[src/rtl/stbs_pkg.sv]
// shared types, constants and state codes of the sorted table search core
package stbs_pkg;

  localparam int TABLE_DEPTH_DEF = 1024;
  localparam int CFG_W           = 11;
  localparam int IDX_W           = 10;
  localparam int VAL_W           = 32;

  localparam logic [CFG_W-1:0] ENTRIES_RESET = CFG_W'(1024);

  localparam logic MODE_LOAD   = 1'b0;
  localparam logic MODE_SEARCH = 1'b1;

  typedef struct packed {
    logic                    mode;
    logic [IDX_W-1:0]        load_index;
    logic signed [VAL_W-1:0] load_value;
    logic signed [VAL_W-1:0] search_key;
  } in_item_t;

  typedef struct packed {
    logic             found;
    logic [IDX_W-1:0] position;
  } out_item_t;

  typedef enum logic [1:0] {
    ST_IDLE,
    ST_SETUP,
    ST_PROBE
  } ctl_state_t;

  typedef struct packed {
    logic load;
    logic init;
    logic issue;
    logic step;
    logic done_hit;
    logic done_miss;
  } dp_cmd_t;

  typedef struct packed {
    logic cur_empty;
    logic hit;
    logic nxt_empty;
  } dp_status_t;

endpackage

[src/rtl/stbs_ctrl.sv]
// search controller: issues loads and sequences setup and probe steps of the datapath
module stbs_ctrl (
  input  logic                 clk,
  input  logic                 rst_n,
  input  logic                 start,
  input  logic                 mode,
  input  stbs_pkg::dp_status_t status,
  output stbs_pkg::dp_cmd_t    cmd,
  output logic                 busy
);
  import stbs_pkg::*;

  ctl_state_t state_r, state_nxt;

  always_ff @(posedge clk) begin
    if (!rst_n) begin
      state_r <= ST_IDLE;
    end else begin
      state_r <= state_nxt;
    end
  end

  always_comb begin
    state_nxt = state_r;
    cmd       = '0;
    case (state_r)
      ST_IDLE: begin
        if (start) begin
          if (mode == MODE_SEARCH) begin
            cmd.init  = 1'b1;
            state_nxt = ST_SETUP;
          end else begin
            cmd.load = 1'b1;
          end
        end
      end
      ST_SETUP: begin
        if (status.cur_empty) begin
          cmd.done_miss = 1'b1;
          state_nxt     = ST_IDLE;
        end else begin
          cmd.issue = 1'b1;
          state_nxt = ST_PROBE;
        end
      end
      ST_PROBE: begin
        if (status.hit) begin
          cmd.done_hit = 1'b1;
          state_nxt    = ST_IDLE;
        end else if (status.nxt_empty) begin
          cmd.step      = 1'b1;
          cmd.done_miss = 1'b1;
          state_nxt     = ST_IDLE;
        end else begin
          cmd.step = 1'b1;
        end
      end
      default: begin
        state_nxt = ST_IDLE;
      end
    endcase
  end

  assign busy = (state_r != ST_IDLE);

endmodule

[config.mk]
export PLATFORM = sky130hd
export DESIGN_NAME = stbs_ctrl
export DESIGN_NICKNAME = d
export VERILOG_FILES = /design/src/rtl/stbs_pkg.sv /design/src/rtl/stbs_ctrl.sv
export SDC_FILE = /design/constraint.sdc
export NUM_CORES = 1
export LEC_CHECK = 0
export BUFFER_PORTS_ARGS = -buffer_cell sky130_fd_sc_hd__buf_2
export CAP_MARGIN = 15
export CORE_AREA = 2 2 39 41
export CTS_BUF_LIST = sky130_fd_sc_hd__clkbuf_8
export DETAILED_ROUTE_END_ITERATION = 12
export DIE_AREA = 0 0 41 43
export SYNTH_ARGS = -nofsm -noshare
export SYNTH_HDL_FRONTEND = slang
export SYNTH_SLANG_ARGS = --single-unit
[constraint.sdc]
create_clock -name clk -period 1.3 [get_ports clk]
set_input_delay 0.26 -clock clk [delete_from_list [all_inputs] [get_ports clk]]
set_output_delay 0.26 -clock clk [all_outputs]
set_load 0.1 [all_outputs]
==> impl_results.md, run 1 <==
* Yosys top cell by area: dfxtp_1
* DPL Wire Length at 430 um
* Top Ports at 14
* Synth cell types at 15
* Hold Path Class: in -> reg
* Core Util, Final at 41.4%
* Internal at 0.345 mW
* GRT overflow at 0
* Skew final at 0.00178 ns
* Endpoints failing setup at 7
* Outcome: finished with violations
* Clock Path Buffers at 2
* Mapped Cells at 26
* Nature of the critical path startpoint: flop
* Seq/Total Area, Yosys at 19.6%
* Largest cells by area after synthesis: dfxtp_1, ha_1, nand2_1
* Core footprint at 1380 sq um
* Final ANT Viol Nets at 0
* Switching Share at 33.5%
* DRT Pass-1 Iters at 4
* Vias in the first global route at 276
* R2R Setup Slk at 0.07 ns
* Slowest stage delay, CP at 0.34 ns
* Fin. max-slew vios at 0
* Drt first-iter violations at 3
* Setup WS pre-CTS at -0.0607 ns
* Largest net degree at the start of global routing at 5
* Fin Setup TNS at -1.31 ns
* N_diodes at 0
* Power Total at 0.519 mW
* Row Count at 14
* Syn Nets at 36
* Seq pwr share at 13.1%
* Multi-input gate area at 223 sq um
* Starting density of the core at 14.7%
* P_sw at 0.174 mW
* R2R depth at 6
* Kind of critical path: reg -> out
* Crit path to: cmd[0]
* Via count at 255
* Leakage power at 0.236 nW
* Logic gate share of total power at 39.0%
* RePlAce Congestion at 0.654
* Hold bufs inserted after CTS at 0
* Failing checks: setup timing
* Largest Register: state_r
* Total track usage at 9.22%
* Setup ws final at -0.276 ns
* Antenna violations before repair at 0
* Area Overhead vs Synth at 181%
* Vias per inst at 3.98
* Crit Reg-Reg Startpoint: state_r[0]
* Max Cap Viol at 0
* Slowest CP cell: dfxtp_2
* RSZ-0062 raised after global routing: true
* Fillers at 131
* Max reg flops at 2
* Top flop regs: state_r (2)
* Nets at 60
* Reg2Reg Capture Point: state_r[0]
* Max Clk Rate at 634 MHz
* Fin Hold WS at 0.302 ns
* Die Span Y at 43 um
* Reg area at 45.0 sq um
* CTS H-tree lvls at 1
* Worst skew pair latency at 0.21 ns
* Yosys top cell area share at 19.6%
* FF+latch count, synth at 2
* Die X at 41 um
* DR DRC count at 0
* Number of port buffers at 13
* CP required at 1.04 ns
* Die ar. at 1760 sq um
* Setup crit end kind: output port
* Clock transition at path regs at 0.03 ns
* CTS tree: built
* Pwr Density at 906 nW/um^2
* Clk root buf: clkbuf_8
* Period utilisation layout at 121%
* Worst slew pin tran at 0.203 ns
* Num CTS Buffers at 3
* Synth Cell Area at 204 sq um
* Sink Count at 2
* Clock Power Share at 47.9%
* CP Max Fanout at 3
* Setup crit start: state_r[0]
* Hold Violations, Final at 0
* Rel. slew slack at 86.5%
* Crit path time final at 1.58 ns
* Syn Area/Cell at 7.84 sq um
* Global-route wire length before repair at 1020 um
* Final WL at 567 um
* Ys Warns at 0
* Crit-path cells: inv_2 -> ha_4 -> and2b_4 -> a22oi_2 -> nor2b_4 -> buf_12
* DR WL/cell at 8.86 um
* Share of cells above drive strength 1 at 83.3%
* Crit path arrival time at 1.32 ns
* VDD IR max at 0.000375 V
==> synthesized netlist by cell type <==
| library cell | n |
|---|---|
| nand2_1 | 5 |
| ha_1 | 3 |
| inv_1 | 3 |
| nor2b_1 | 3 |
| dfxtp_1 | 2 |
| a21oi_1 | 1 |
| a22oi_1 | 1 |
| and2_2 | 1 |
| and2b_2 | 1 |
| and3_1 | 1 |
| buf_4 | 1 |
| mux2i_1 | 1 |
| nor2_1 | 1 |
| nor3b_2 | 1 |
| o2bb2ai_1 | 1 |
==> placed cells by master (no fill, tap or decap), types with 2 or more instances in the layout <==
cell type and count:
ha_4 2, buf_4 6, buf_2 6, nand2_1 4, buf_12 7, clkbuf_8 3, nor2b_4 2
==> final cells by class <==
class	instances	share of cell area (%)
multi-input cells	20	38.9
flip-flops and latches	2	7.86
repair buffers	20	39.5
well taps	16	3.49
inverters	3	3.06
clock buffers	3	7.21
==> per-stage QoR <==
stage / cells / area (sq um)
finish: 64 / 573
global route: 64 / 573
CTS: 63 / 556
detailed placement: 56 / 447
floorplan: 26 / 249
global placement: 56 / 447
==> worst max-delay path: cells and delay by family, from the launching register on <==
family                     cells  cell delay, ns
and+or+nand+nor                2            0.23
AOI/OAI and AO/OA              1            0.17
buffers and inverters          2            0.21
DFF                            1            0.34
adders and majority gates      1            0.15
==> per-layer routing <==
metal  vias up  share of wire [%]  global-route usage [%]
met5         -                  0                       0
met4         0                3.0                    10.0
met1       115                 32                    8.63
met3         2                7.4                    3.14
li1        129                  -                       -
met2         9                 58                    13.8
==> kinds of logic (layout without fill, tap and decap cells) <==
kind of cell | after synthesis | after routing | share of synthesized area [%]
buffers and inverters | 4 | 26 | 9.20
muxes | 1 | 1 | 4.91
and+or+nand+nor | 13 | 13 | 37.4
DFF | 2 | 2 | 19.6
adders and majority gates | 3 | 3 | 18.4
AOI/OAI and AO/OA | 3 | 3 | 10.4
==> power by group through the flow <==
stage,Clock [mW],Combinational (mW),Sequential (mW)
6_report,0.249,0.203,0.0680
3_3_place_gp,0,0.176,0.0693
3_5_place_dp,0,0.177,0.0697
2_1_floorplan,0,0.114,0.0690
5_1_grt,0.264,0.214,0.0685
4_1_cts,0.261,0.198,0.0676
==> worst min path at each step <==
stage,from,to,depth (start not counted)
after CTS,rst_n,state_r[0],2
final,rst_n,state_r[0],2
after floorplan,rst_n,state_r[0],1
after global placement,state_r[1],state_r[1],2
after detailed placement,state_r[0],state_r[0],2
after global routing,rst_n,state_r[0],2
==> what timing repair did <==
item,CTS,global route
endpoints found under the setup margin,7,9
buffers inserted,4,2
pin swaps,3,1
resized for setup,11,2
No activity file was read; power rests on OpenSTA's default activity.
==> run 2: changes to the inputs <==
- SETUP_SLACK_MARGIN: not set -> 0.3
==> run 2 against run 1 <==
The run still ends with setup timing left. First-iteration DRC count is 33% lower. Power decreased by 0.41%. Sequential power rose by 2%. Critical path depth is the same. Die area unchanged. Clock skew is 0.00052 ns lower. Routed wire length grew 5.5%. Count of clock-buffer cells in the layout did not move. Largest power group unchanged. Highest routed layer is now met3.
==> impl_results.md, run 2 (synthesized netlist as in run 1, its figures left out) <==
* Starting density of the core at 14.7%
* CP required at 1.04 ns
* Crit path time final at 1.58 ns
* Area Overhead vs Synth at 178%
* Core Util, Final at 41.0%
* RePlAce Congestion at 0.637
* Largest net degree at the start of global routing at 5
* Top Ports at 14
* Multi-input gate area at 218 sq um
* Endpoints failing setup at 9
* Skew final at 0.00126 ns
* Share of cells above drive strength 1 at 83.3%
* Number of port buffers at 13
* Nature of the critical path startpoint: flop
* Hold Path Class: in -> reg
* Worst Hold Path EP: state_r[0]
* DR WL/cell at 9.34 um
* Failing checks: setup timing
* Final ANT Viol Nets at 0
* Crit path depth at 6
* Clock transition at path regs at 0.03 ns
* VDD IR max at 0.000294 V
* CTS tree: built
* Via count at 244
* CP Max Fanout at 3
* Power Total at 0.517 mW
* Crit-path cells: inv_2 -> ha_4 -> and2b_4 -> a22oi_2 -> nor2b_4 -> buf_12
* Worst hold stages at 2
* Crit path arrival time at 1.32 ns
* Fillers at 129
* GRT overflow at 0
* Pwr Density at 913 nW/um^2
* Row Count at 14
* Met3 Resource Use GR at 3.66%
* N_diodes at 0
* Period utilisation layout at 121%
* Global-route wire length before repair at 1060 um
* Setup ws final at -0.276 ns
* R2R depth at 7
* Max Cap Viol at 0
* Max reg flops at 2
* Hold bufs inserted after CTS at 0
* Total track usage at 9.31%
* Die Span Y at 43 um
* CTS H-tree lvls at 1
* Die X at 41 um
* Post-Layout Cell Count at 64
* Crit Reg-Reg Startpoint: state_r[0]
* Die ar. at 1760 sq um
* DPL Wire Length at 400 um
* Slowest CP cell: dfxtp_2
* Kind of critical path: reg -> out
* Max Clk Rate at 634 MHz
* Worst slew pin tran at 0.204 ns
* Outcome: finished with violations
* Hold Violations, Final at 0
* Clock Path Buffers at 2
* Leakage power at 0.232 nW
* Slowest stage delay, CP at 0.34 ns
* Reg area at 42.5 sq um
* CP delay by family, top: flip-flops
* Largest Register: state_r
* DR DRC count at 0
* Worst skew pair latency at 0.21 ns
* Reg2Reg Capture Point: state_r[1]
* Core footprint at 1380 sq um
* Nets at 60
* Clk root buf: clkbuf_8
* Hold path start: rst_n
* Most common cell after layout, fill and taps aside: buf_12
* Buf/Inv on CP at 2
* Rel. slew slack at 86.4%
* Top flop regs: state_r (2)
* Met2 Use GR at 12.8%
* Busiest layer in global routing: met2
* R2R Setup Slk at -0.05 ns
* Vias in the first global route at 268
* DRT Pass-1 Iters at 2
* Num CTS Buffers at 3
* Setup WS pre-CTS at -0.0619 ns
* Fin. max-slew vios at 0
* Vias per inst at 3.81
* Final WL at 598 um
* Inst Count DP at 55
* Antenna violations before repair at 0
* Global routing met1 resource utilization at 10.5%
* Sink Count at 2
* Drt first-iter violations at 2
* Setup crit end kind: output port
* RSZ-0062 raised after global routing: true
* Most frequent cells in the layout: buf_12, buf_2, buf_4, nand2_1, clkbuf_8
run 2: area by class of cell:
class	instances	share of cell area (%)
inverters	3	2.65
well taps	16	3.53
flip-flops and latches	2	7.51
repair buffers	20	40.6
multi-input cells	20	38.4
clock buffers	3	7.28
run 2: worst max-delay path by stage:
stage	from	end
final	state_r[0]	cmd[0]
after detailed placement	state_r[1]	cmd[5]
after floorplan	state_r[0]	cmd[0]
after global routing	state_r[0]	cmd[0]
after CTS	state_r[0]	cmd[0]
after global placement	state_r[0]	cmd[0]
run 2: per-stage QoR:
stage / hold WS [ns] / TNS, ns / instance area [sq um]
after floorplan: 0.377 / -0.779 / 273
after global placement: 0.471 / -0.164 / 450
after detailed placement: 0.478 / -0.166 / 450
after CTS: 0.295 / -1.35 / 541
after global routing: 0.315 / -1.84 / 567
final: 0.300 / -1.43 / 567
run 2: what timing repair did:
item / in CTS / in global routing
setup endpoints to repair: 9 / 9
resized for setup: 7 / 1
pin swaps: 1 / 2
setup buffers: 3 / 3
run 2: where the power goes:
group	switching, mW	total (mW)	internal [mW]	leakage (nW)
clock	0.0500	0.246	0.196	0.0216
combinational	0.117	0.202	0.0850	0.193
sequential	0.00355	0.0693	0.0657	0.0172
run 2: routing by layer:
metal | part of all wire (%) | vias up
li1 | - | 128
met2 | 54 | 7
met5 | 0 | -
met3 | 5.7 | 0
met1 | 40 | 109
met4 | 0 | 0
